--- config.mk ---
export PLATFORM = sky130hd
export DESIGN_NAME = segment_near_miss_detector
export DESIGN_NICKNAME = d
export VERILOG_FILES = /design/src/design/snmd_pkg.sv /design/src/design/snmd_div.sv /design/src/design/snmd_sqrt.sv /design/src/design/segment_near_miss_detector.sv
export SDC_FILE = /design/constraint.sdc
export NUM_CORES = 2
export LEC_CHECK = 0
export BUFFER_PORTS_ARGS = -buffer_cell sky130_fd_sc_hd__buf_2
export CORE_MARGIN = 2
export CORE_UTILIZATION = 25
export DETAILED_ROUTE_END_ITERATION = 6
export PLACE_DENSITY = 0.48
export SYNTH_ARGS = -nofsm -noshare
export SYNTH_HDL_FRONTEND = slang
export SYNTH_SLANG_ARGS = --single-unit
--- constraint.sdc ---
create_clock -name clk -period 34.3 [get_ports clk]
set_clock_uncertainty 0.1 [all_clocks]
set_input_delay 3.43 -clock clk [delete_from_list [all_inputs] [get_ports clk]]
set_output_delay 3.43 -clock clk [all_outputs]
set_load 0.03 [all_outputs]
--- src/design/snmd_pkg.sv ---
package snmd_pkg;

  localparam int COORD_BITS_DEF = 24;
  localparam int TIME_BITS_DEF  = 32;
  localparam int FRAC_BITS      = 16;
  localparam int CFG_W          = 16;
  localparam int CFG_IDX_W      = 8;
  localparam int DIST_W         = 24;

  localparam logic [CFG_IDX_W-1:0] REG_WHIZ = CFG_IDX_W'(0);
  localparam logic [CFG_IDX_W-1:0] REG_HIT  = CFG_IDX_W'(1);
  localparam logic [CFG_IDX_W-1:0] REG_COOL = CFG_IDX_W'(2);
  localparam logic [CFG_IDX_W-1:0] REG_HEAD = CFG_IDX_W'(3);

  localparam logic [CFG_W-1:0] WHIZ_RST = CFG_W'(200);
  localparam logic [CFG_W-1:0] HIT_RST  = CFG_W'(50);
  localparam logic [CFG_W-1:0] COOL_RST = CFG_W'(300);
  localparam logic [CFG_W-1:0] HEAD_RST = CFG_W'(80);

  typedef struct packed {
    logic                 done;
    logic [FRAC_BITS-1:0] quot;
  } div_sts_t;

endpackage

--- src/design/snmd_div.sv ---
module snmd_div
  import snmd_pkg::*;
#(
  parameter int W = 40
) (
  input  logic         clk,
  input  logic         rst_n,
  input  logic         start,
  input  logic [W-1:0] num,
  input  logic [W-1:0] den,
  output div_sts_t     sts
);

  localparam int CW = $clog2(FRAC_BITS);

  logic           busy_r;
  logic [CW-1:0]  cnt_r;
  logic [W-1:0]   rem_r;
  logic [W-1:0]   den_r;
  logic [FRAC_BITS-1:0] q_r;
  logic           done_r;
  logic [W:0]     sh;
  logic           ge;
  logic [W:0]     diff;

  // one quotient bit per cycle; remainder stays below the divisor
  assign sh   = {rem_r, 1'b0};
  assign ge   = sh >= {1'b0, den_r};
  assign diff = sh - {1'b0, den_r};

  always_ff @(posedge clk) begin
    if (!rst_n) begin
      busy_r <= 1'b0;
      done_r <= 1'b0;
      cnt_r  <= '0;
    end else begin
      done_r <= 1'b0;
      if (start) begin
        busy_r <= 1'b1;
        cnt_r  <= '0;
        rem_r  <= num;
        den_r  <= den;
      end else if (busy_r) begin
        rem_r <= ge ? diff[W-1:0] : sh[W-1:0];
        q_r   <= {q_r[FRAC_BITS-2:0], ge};
        cnt_r <= cnt_r + CW'(1);
        if (cnt_r == CW'(FRAC_BITS - 1)) begin
          busy_r <= 1'b0;
          done_r <= 1'b1;
        end
      end
    end
  end

  assign sts.done = done_r;
  assign sts.quot = q_r;

endmodule

--- src/design/snmd_sqrt.sv ---
module snmd_sqrt #(
  parameter int W = 40
) (
  input  logic             clk,
  input  logic             rst_n,
  input  logic             start,
  input  logic [W-1:0]     rad,
  output logic             done,
  output logic [W/2-1:0]   root,
  output logic             exact
);

  localparam int SQW = W / 2;
  localparam int RW  = SQW + 3;
  localparam int CW  = $clog2(SQW);

  logic          busy_r;
  logic          done_r;
  logic [CW-1:0] cnt_r;
  logic [W-1:0]  rad_r;
  logic [RW-1:0] rem_r;
  logic [SQW-1:0] root_r;
  logic [RW-1:0] rem2;
  logic [RW-1:0] trial;
  logic          ge;

  // bring down two radicand bits per cycle, one root bit out
  assign rem2  = {rem_r[RW-3:0], rad_r[W-1:W-2]};
  assign trial = RW'({root_r, 2'b01});
  assign ge    = rem2 >= trial;

  always_ff @(posedge clk) begin
    if (!rst_n) begin
      busy_r <= 1'b0;
      done_r <= 1'b0;
      cnt_r  <= '0;
    end else begin
      done_r <= 1'b0;
      if (start) begin
        busy_r <= 1'b1;
        cnt_r  <= '0;
        rad_r  <= rad;
        rem_r  <= '0;
        root_r <= '0;
      end else if (busy_r) begin
        rad_r  <= {rad_r[W-3:0], 2'b00};
        rem_r  <= ge ? rem2 - trial : rem2;
        root_r <= {root_r[SQW-2:0], ge};
        cnt_r  <= cnt_r + CW'(1);
        if (cnt_r == CW'(SQW - 1)) begin
          busy_r <= 1'b0;
          done_r <= 1'b1;
        end
      end
    end
  end

  assign done  = done_r;
  assign root  = root_r;
  // radicand was a perfect square: nothing left over
  assign exact = rem_r == '0;

endmodule

--- src/design/segment_near_miss_detector.sv ---
// Near-miss detector for a projectile segment passing a listener.
// Input channel (in_valid/in_ready): segment start/end, listener position,
// alive flag and time stamp. Output channel (out_valid/out_ready): one result
// per input transaction: triggered, intensity, closest point, distance.
// Config channel (cfg_valid/cfg_ready, cfg_index, cfg_data) is always ready;
// write it only while no transaction is in flight.
// One item at a time through a bit-serial multiply-accumulate (twelve
// products), a shared 16-step divider and a bit-serial square root. The
// divider runs for the projection only when it is not clamped, and for the
// intensity only when the item fires.
// in_ready is high only when the block is idle. A finished result sits in
// the output register while the next item is taken; if the receiver stalls,
// the following result waits in its last state until the register frees.
// Reset (rst_n, synchronous) restores the register defaults, clears the
// cooldown history and drops out_valid.
module segment_near_miss_detector
  import snmd_pkg::*;
#(
  parameter int COORD_BITS = COORD_BITS_DEF,
  parameter int TIME_BITS  = TIME_BITS_DEF
) (
  input  logic                         clk,
  input  logic                         rst_n,
  input  logic                         in_valid,
  output logic                         in_ready,
  input  logic signed [COORD_BITS-1:0] in_start_x,
  input  logic signed [COORD_BITS-1:0] in_start_y,
  input  logic signed [COORD_BITS-1:0] in_start_z,
  input  logic signed [COORD_BITS-1:0] in_end_x,
  input  logic signed [COORD_BITS-1:0] in_end_y,
  input  logic signed [COORD_BITS-1:0] in_end_z,
  input  logic signed [COORD_BITS-1:0] in_listener_x,
  input  logic signed [COORD_BITS-1:0] in_listener_y,
  input  logic signed [COORD_BITS-1:0] in_listener_z,
  input  logic                         in_listener_alive,
  input  logic [31:0]                  in_now_ms,
  output logic                         out_valid,
  input  logic                         out_ready,
  output logic                         out_triggered,
  output logic [15:0]                  out_intensity,
  output logic signed [COORD_BITS-1:0] out_closest_x,
  output logic signed [COORD_BITS-1:0] out_closest_y,
  output logic signed [COORD_BITS-1:0] out_closest_z,
  output logic [DIST_W-1:0]            out_distance,
  input  logic                         cfg_valid,
  output logic                         cfg_ready,
  input  logic [CFG_IDX_W-1:0]         cfg_index,
  input  logic [CFG_W-1:0]             cfg_data
);

  localparam int C    = COORD_BITS;
  localparam int MW   = (C > 17) ? C : 17;
  localparam int XW   = MW + 2;
  localparam int PW   = 2 * XW + 2;
  localparam int SQW  = PW / 2;
  localparam int CNTW = $clog2(XW);
  localparam int DXW  = SQW + DIST_W;

  localparam logic [2:0] ST_IDLE = 3'd0;
  localparam logic [2:0] ST_LOAD = 3'd1;
  localparam logic [2:0] ST_MUL  = 3'd2;
  localparam logic [2:0] ST_NEXT = 3'd3;
  localparam logic [2:0] ST_DIVT = 3'd4;
  localparam logic [2:0] ST_SQRT = 3'd5;
  localparam logic [2:0] ST_DIVI = 3'd6;
  localparam logic [2:0] ST_OUT  = 3'd7;

  localparam logic [1:0] GRP_LEN  = 2'd0;
  localparam logic [1:0] GRP_DOT  = 2'd1;
  localparam logic [1:0] GRP_PNT  = 2'd2;
  localparam logic [1:0] GRP_DIST = 2'd3;

  localparam logic signed [PW-1:0] RND_HALF = PW'(1 << (FRAC_BITS - 1));
  localparam logic [FRAC_BITS:0]   T_ONE    = (FRAC_BITS+1)'(1) << FRAC_BITS;
  localparam logic [DIST_W-1:0]    DIST_MAX = '1;

  logic [2:0]            state_r;
  logic [1:0]            grp_r;
  logic [1:0]            ax_r;
  logic [CNTW-1:0]       cnt_r;

  logic [CFG_W-1:0]      whiz_r, hit_r, cool_r, head_r;
  logic [TIME_BITS-1:0]  last_fire_r;
  logic                  has_fired_r;

  logic signed [C-1:0]   s_r [3];
  logic signed [C-1:0]   e_r [3];
  logic signed [C-1:0]   l_r [3];
  logic                  alive_r;
  logic [TIME_BITS-1:0]  now_r;

  logic signed [PW-1:0]  acc_r;
  logic signed [PW-1:0]  mcand_r;
  logic [XW-1:0]         mpl_r;
  logic signed [PW-1:0]  lensq_r;
  logic [FRAC_BITS:0]    t_r;
  logic signed [XW-1:0]  c_r [3];
  logic [SQW-1:0]        d_r;
  logic [15:0]           inten_r;
  logic                  fire_r;

  logic                  div_start_r;
  logic [PW-1:0]         div_num_r;
  logic [PW-1:0]         div_den_r;
  div_sts_t              div_sts;
  logic                  sqrt_start_r;
  logic                  sqrt_done;
  logic [SQW-1:0]        sqrt_root;
  logic                  sqrt_exact;

  logic                  out_valid_r;
  logic                  out_trig_r;
  logic [15:0]           out_inten_r;
  logic signed [C-1:0]   out_cx_r, out_cy_r, out_cz_r;
  logic [DIST_W-1:0]     out_dist_r;

  logic signed [XW-1:0]  ab [3];
  logic signed [XW-1:0]  p  [3];
  logic signed [XW-1:0]  ap [3];
  logic signed [XW-1:0]  dm [3];
  logic signed [XW-1:0]  op_a;
  logic [XW-1:0]         op_b;
  logic signed [PW-1:0]  rnd;
  logic signed [XW-1:0]  c_new;
  logic [TIME_BITS-1:0]  elapsed;
  logic                  fire;
  logic [DXW-1:0]        dext;
  logic                  mul_last;
  logic                  dot_pos;
  logic                  t_div_go;
  logic                  i_div_go;
  logic                  div_go;
  logic                  sqrt_go;

  always_comb begin
    for (int i = 0; i < 3; i++) begin
      ab[i] = XW'(e_r[i]) - XW'(s_r[i]);
      p[i]  = XW'(l_r[i]);
      ap[i] = '0;
      dm[i] = '0;
    end
    p[2] = XW'(l_r[2]) + XW'($signed({1'b0, head_r}));
    for (int i = 0; i < 3; i++) begin
      ap[i] = p[i] - XW'(s_r[i]);
      dm[i] = p[i] - c_r[i];
    end
  end

  always_comb begin
    case (grp_r)
      GRP_LEN: begin
        op_a = ab[ax_r];
        op_b = ab[ax_r];
      end
      GRP_DOT: begin
        op_a = ap[ax_r];
        op_b = ab[ax_r];
      end
      GRP_PNT: begin
        op_a = ab[ax_r];
        op_b = XW'(t_r);
      end
      default: begin
        op_a = dm[ax_r];
        op_b = dm[ax_r];
      end
    endcase
  end

  assign mul_last = cnt_r == CNTW'(XW - 1);
  assign rnd      = (acc_r + RND_HALF) >>> FRAC_BITS;
  assign c_new    = XW'(s_r[ax_r]) + XW'(rnd);
  assign elapsed  = now_r - last_fire_r;
  // upper bound is on the squared distance: at d == whiz it must be a perfect square
  assign fire     = alive_r && (lensq_r != '0)
                  && ((d_r < SQW'(whiz_r)) || ((d_r == SQW'(whiz_r)) && sqrt_exact))
                  && (d_r >= SQW'(hit_r))
                  && (!has_fired_r || elapsed >= TIME_BITS'(cool_r));
  assign dext     = DXW'(d_r);

  // dot sum is in acc_r at the end of the dot group
  assign dot_pos  = (lensq_r != '0) && !acc_r[PW-1] && (acc_r != '0);
  assign t_div_go = (state_r == ST_NEXT) && (grp_r == GRP_DOT) && (ax_r == 2'd2)
                  && dot_pos && (acc_r < lensq_r);
  assign i_div_go = (state_r == ST_DIVI) && !fire_r && !div_start_r && fire
                  && (whiz_r != '0) && (d_r != '0);
  assign div_go   = t_div_go || i_div_go;
  assign sqrt_go  = (state_r == ST_NEXT) && (grp_r == GRP_DIST) && (ax_r == 2'd2);

  always_ff @(posedge clk) begin
    if (!rst_n) begin
      whiz_r <= WHIZ_RST;
      hit_r  <= HIT_RST;
      cool_r <= COOL_RST;
      head_r <= HEAD_RST;
    end else if (cfg_valid) begin
      case (cfg_index)
        REG_WHIZ: whiz_r <= cfg_data;
        REG_HIT:  hit_r  <= cfg_data;
        REG_COOL: cool_r <= cfg_data;
        REG_HEAD: head_r <= cfg_data;
        default:  ;
      endcase
    end
  end

  always_ff @(posedge clk) begin
    if (!rst_n) begin
      state_r      <= ST_IDLE;
      grp_r        <= GRP_LEN;
      ax_r         <= '0;
      cnt_r        <= '0;
      has_fired_r  <= 1'b0;
      last_fire_r  <= '0;
      div_start_r  <= 1'b0;
      sqrt_start_r <= 1'b0;
      out_valid_r  <= 1'b0;
    end else begin
      div_start_r  <= div_go;
      sqrt_start_r <= sqrt_go;
      if (out_valid_r && out_ready && state_r != ST_OUT) begin
        out_valid_r <= 1'b0;
      end
      case (state_r)
        ST_IDLE: begin
          if (in_valid) begin
            s_r[0]  <= in_start_x;
            s_r[1]  <= in_start_y;
            s_r[2]  <= in_start_z;
            e_r[0]  <= in_end_x;
            e_r[1]  <= in_end_y;
            e_r[2]  <= in_end_z;
            l_r[0]  <= in_listener_x;
            l_r[1]  <= in_listener_y;
            l_r[2]  <= in_listener_z;
            alive_r <= in_listener_alive;
            now_r   <= TIME_BITS'(in_now_ms);
            grp_r   <= GRP_LEN;
            ax_r    <= '0;
            acc_r   <= '0;
            t_r     <= '0;
            state_r <= ST_LOAD;
          end
        end
        ST_LOAD: begin
          mcand_r <= PW'(op_a);
          mpl_r   <= op_b;
          cnt_r   <= '0;
          state_r <= ST_MUL;
        end
        ST_MUL: begin
          // top multiplier bit carries negative weight
          if (mpl_r[0]) begin
            acc_r <= mul_last ? acc_r - mcand_r : acc_r + mcand_r;
          end
          mcand_r <= mcand_r <<< 1;
          mpl_r   <= mpl_r >> 1;
          cnt_r   <= cnt_r + CNTW'(1);
          if (mul_last) begin
            state_r <= ST_NEXT;
          end
        end
        ST_NEXT: begin
          if (ax_r != 2'd2) begin
            ax_r <= ax_r + 2'd1;
          end else begin
            ax_r <= '0;
          end
          case (grp_r)
            GRP_LEN: begin
              state_r <= ST_LOAD;
              if (ax_r == 2'd2) begin
                lensq_r <= acc_r;
                acc_r   <= '0;
                grp_r   <= GRP_DOT;
              end
            end
            GRP_DOT: begin
              if (ax_r == 2'd2) begin
                acc_r <= '0;
                grp_r <= GRP_PNT;
                if (!dot_pos) begin
                  t_r     <= '0;
                  state_r <= ST_LOAD;
                end else if (acc_r >= lensq_r) begin
                  t_r     <= T_ONE;
                  state_r <= ST_LOAD;
                end else begin
                  div_num_r <= acc_r;
                  div_den_r <= lensq_r;
                  state_r   <= ST_DIVT;
                end
              end else begin
                state_r <= ST_LOAD;
              end
            end
            GRP_PNT: begin
              c_r[ax_r] <= c_new;
              acc_r     <= '0;
              state_r   <= ST_LOAD;
              if (ax_r == 2'd2) begin
                grp_r <= GRP_DIST;
              end
            end
            default: begin
              if (ax_r == 2'd2) begin
                state_r <= ST_SQRT;
              end else begin
                state_r <= ST_LOAD;
              end
            end
          endcase
        end
        ST_DIVT: begin
          if (div_sts.done) begin
            t_r     <= {1'b0, div_sts.quot};
            state_r <= ST_LOAD;
          end
        end
        ST_SQRT: begin
          if (sqrt_done) begin
            d_r     <= sqrt_root;
            state_r <= ST_DIVI;
            fire_r  <= 1'b0;
            inten_r <= '0;
          end
        end
        ST_DIVI: begin
          // first cycle decides; then wait on the divider if it was launched
          if (!fire_r && !div_start_r) begin
            fire_r <= fire;
            if (fire) begin
              last_fire_r <= now_r;
              has_fired_r <= 1'b1;
              if (whiz_r == '0) begin
                state_r <= ST_OUT;
              end else if (d_r == '0) begin
                inten_r <= '1;
                state_r <= ST_OUT;
              end else begin
                div_num_r <= PW'(whiz_r - CFG_W'(d_r));
                div_den_r <= PW'(whiz_r);
              end
            end else begin
              state_r <= ST_OUT;
            end
          end else if (div_sts.done) begin
            inten_r <= div_sts.quot;
            state_r <= ST_OUT;
          end
        end
        default: begin
          if (!out_valid_r || out_ready) begin
            out_valid_r <= 1'b1;
            out_trig_r  <= fire_r;
            out_inten_r <= inten_r;
            out_cx_r    <= c_r[0][C-1:0];
            out_cy_r    <= c_r[1][C-1:0];
            out_cz_r    <= c_r[2][C-1:0];
            out_dist_r  <= (dext > DXW'(DIST_MAX)) ? DIST_MAX : dext[DIST_W-1:0];
            state_r     <= ST_IDLE;
          end
        end
      endcase
    end
  end

  snmd_div #(
    .W (PW)
  ) u_div (
    .clk   (clk),
    .rst_n (rst_n),
    .start (div_start_r),
    .num   (div_num_r),
    .den   (div_den_r),
    .sts   (div_sts)
  );

  snmd_sqrt #(
    .W (PW)
  ) u_sqrt (
    .clk   (clk),
    .rst_n (rst_n),
    .start (sqrt_start_r),
    .rad   (acc_r),
    .done  (sqrt_done),
    .root  (sqrt_root),
    .exact (sqrt_exact)
  );

  assign in_ready      = state_r == ST_IDLE;
  assign cfg_ready     = 1'b1;
  assign out_valid     = out_valid_r;
  assign out_triggered = out_trig_r;
  assign out_intensity = out_inten_r;
  assign out_closest_x = out_cx_r;
  assign out_closest_y = out_cy_r;
  assign out_closest_z = out_cz_r;
  assign out_distance  = out_dist_r;

endmodule

==> impl_metrics.yaml <==
detailed_routing:
  met1_length_mm: 117.1
  initialDrtViolationCount: 4528
  viasPerCell: 4.931
  wl_mm: 258.2
  routed.top_layer: "met5"
  wl_per_cell_um: 23.42
  met2_length_mm: 118.4
  wl_met3_mm: 11.41
  ant_nets: 0
  drc: 0
  via_count: 54360
  dr.pass1.iters: 5
power:
  seqPwrFrac: 0.371
  p_int_mw: 3.343
  swShare: 0.3606
  clockPowerShare: 0.293
  finalPower_mw: 5.227
  powerDensity_nw_per_um2: 63.81
  power.switching_mw: 1.885
  combPwrFrac: 0.336
  leakage_nw: 31.77
  vdd_drop_max_mv: 0.04588
synth:
  synth_cell_types: 94
  synthFlopType: "edfxtp_1"
  syn_inst: 6787
  avgSynthCellArea_um2: 10.41
  ys_ff_latch: 1159
  synthArstFlopShare: 0
  synth_nets: 7638
  netlist_area_um2: 70650
  synth_edf_count: 1032
  ys_seq_area_frac: 0.4746
  yosys_warnings: 0
min_path:
  hold_path.class: "reg -> reg"
clock_tree:
  cts_tree: "built"
  clock_latency_ps: 810
  cts_hold_buf: 0
  htree_levels: 4
  clock-sinks: 1159
  ctsResizeCount: 0
  cts_buffers: 140
  clk_pin_slew_ps: 60
  cts_setup_buffers: 0
  root_buffer: "clkbuf_16"
  max-clock-path-buffers: 4
worst_setup_path:
  cp_cell_sequence: "inv_1 > ha_1 > fa_1 > nand2b_1 > a21oi_1 > nor2_1 > a21oi_1 > a21o_1 > a21oi_1 > xnor2_1 > ha_1 > nand2_1 > o21ai_0 > a41o_1 > o31ai_1 > nor3_1 > a2111o_1 > nor4_1 > a311oi_1 > a21oi_1 > a211oi_4 > buf_4 > buf_4"
  worst_setup_path_start_kind: "flip-flop"
  cp.arrival_ps: 7070
  cp.required_ps: 34610
  cp_slowest_cell: "a311oi_1"
  crit_fanout: 76
  critical_path_class: "reg -> reg"
  cp-end-kind: "flip-flop"
  crit_top_cell: "a21oi_1"
  critical_path.max_stage_delay_ps: 800
sta:
  finalHoldViolations: 0
  rsz0062_at_grt: "no"
  worstMarginPinSlew_ps: 1348
  drv_slew: 0
  setup_violations: 0
  tns_ps: 0
  hold_ws_ps: 307.9
  period_needed_ps: 6758
  max_slew_margin: 0.09303
  period_share: 0.1970
  max_freq_mhz: 148.0
final_layout:
  drive_above_1_share: 0.1187
  synthToLayoutAreaGrowth_pct: 15.96
  nets: 8033
  fillers: 29440
grt:
  overflow: 0
  grt_pass1_vias: 53980
  antenna_found_initial: 17
  grt_max_degree: 92
  grt_pass1_wl_mm: 371.9
  grtUsageTotal: 0.1744
floorplanning:
  fp.dieArea_um2: 286900
  die_y_um: 535.6
  initial_utilization: 0.2509
  dieWidth_um: 535.6
  boundaryPins: 394
  rows: 195
  core_area_um2: 281600
outcome:
  outcome: "finished clean"
job:
  max_cap_violations: 0
placement:
  place.gp.congestion: 0.9334
  dp.final_hpwl_mm: 205.2
  numPortBuffers: 392
## final timing paths
path | startpoint | end | slack (ps) | cells after the start
worst max register to register | now_r[0]$_DFFE_PP_ | div_num_r[23]$_DFFE_PP_ | 27540 | 23
worst max-delay path | now_r[0]$_DFFE_PP_ | div_num_r[23]$_DFFE_PP_ | 27540 | 23
worst min register to register | div_den_r[9]$_DFFE_PP_ | u_div.den_r[9]$_DFFE_PP_ | 310 | 0
worst min-delay path | div_den_r[9]$_DFFE_PP_ | u_div.den_r[9]$_DFFE_PP_ | 310 | 0
## area by class of cell
class | instances | area, µm² | area share
multi-input cells | 4875 | 34420 | 0.4202
flip-flops and latches | 1159 | 33550 | 0.4095
well taps | 3743 | 4683 | 0.05717
clock buffers | 173 | 3824 | 0.04668
repair buffers | 486 | 2670 | 0.03259
inverters | 520 | 1952 | 0.02383
clock inverters | 67 | 822.0 | 0.01003
diodes | 2 | 5.005 | 0.00006109
## state kept, by name, indices dropped and copies added, names as in the netlist, 54 cells and up, named ones only
name          cells
l_r              72
u_sqrt.rad_r     54
c_r              78
u_div.den_r      54
s_r              72
u_div.rem_r      54
div_den_r        54
lensq_r          54
mcand_r          54
e_r              72
acc_r            54
div_num_r        54
## per-stage QoR
stage          cells  instance area [µm²]  utilization  setup slack, ps
2_1_floorplan   6787                70650            -            21230
3_3_place_gp   10780                77270       0.2744            26930
3_5_place_dp   10780                77270       0.2744            26860
4_1_cts        11020                81920       0.2909            27550
5_1_grt        11020                81920       0.2909            27110
6_report       11030                81920       0.2910            27540
## power groups by stage
| stage | combinational [mW] | clock, mW | sequential, mW |
|---|---|---|---|
| finish | 1.76 | 1.53 | 1.94 |
| global route | 1.92 | 1.62 | 1.95 |
| CTS | 1.74 | 1.57 | 1.94 |
| detailed placement | 1.73 | 0 | 1.97 |
| global placement | 1.72 | 0 | 1.97 |
| floorplan | 1.19 | 0 | 1.89 |
## worst max-delay path, delay by kind of cell, from the launching register on
kind	cells	cell delay, ps
XOR/XNOR	1	140
AND/OR/NAND/NOR	5	840
buffers and inverters	3	1240
AO/OA/AOI/OAI	11	2720
adder cells (fa/ha/maj)	3	910
flip-flops	1	340
## metal layers
| metal | GRT usage | vias to the layer above |
|---|---|---|
| li1 | - | 25810 |
| met1 | 0.2348 | 26580 |
| met2 | 0.2842 | 1576 |
| met3 | 0.01975 | 390 |
| met4 | 0.07018 | 2 |
| met5 | 0 | - |
## cells in the final DEF, fill, tap and decap left out, types with 50 or more instances in the layout
| cell type | n |
|---|---|
| a211oi_1 | 88 |
| a21o_1 | 229 |
| a21oi_1 | 552 |
| a31oi_1 | 55 |
| and2_1 | 53 |
| buf_2 | 391 |
| buf_4 | 95 |
| clkbuf_16 | 145 |
| dfxtp_1 | 120 |
| edfxtp_1 | 1032 |
| ha_1 | 558 |
| inv_1 | 518 |
| mux2_2 | 86 |
| mux2i_1 | 140 |
| nand2_1 | 420 |
| nand2b_1 | 89 |
| nand3_1 | 106 |
| nand4_1 | 94 |
| nor2_1 | 502 |
| nor2b_1 | 139 |
| nor3_1 | 100 |
| nor4_1 | 64 |
| o21a_1 | 116 |
| o21ai_0 | 344 |
| o21bai_1 | 50 |
| xnor2_1 | 275 |
| xor2_1 | 176 |
## cells by family (layout without fill, tap and decap cells)
group           Yosys count  in the layout  synth area share
mux                     226            226           0.03354
compound gates         1848           1848            0.1683
xor+xnor                452            452           0.05623
flops                  1159           1159            0.4746
buf+inv                 753           1246           0.04043
other cells               1              3        0.00005308
simple gates           1775           1775            0.1237
fa+ha+maj               573            573            0.1031
## synth_stat cells (102+ instances only)
| cell type | number | area, µm² |
|---|---|---|
| xnor2_1 | 275 | 2409 |
| ha_1 | 558 | 6982 |
| a21oi_1 | 553 | 2768 |
| mux2i_1 | 140 | 1401 |
| xor2_1 | 176 | 1541 |
| nor3_1 | 102 | 510.5 |
| dfxtp_1 | 127 | 2542 |
| a21o_1 | 229 | 1719 |
| o21a_1 | 118 | 885.9 |
| o21ai_0 | 344 | 1722 |
| edfxtp_1 | 1032 | 30990 |
| nand2_1 | 422 | 1584 |
| inv_1 | 518 | 1944 |
| clkbuf_1 | 209 | 784.5 |
| nand3_1 | 106 | 530.5 |
| nor2b_1 | 140 | 875.8 |
| nor2_1 | 509 | 1911 |
Note: power is estimated with default switching activity, not from simulation.
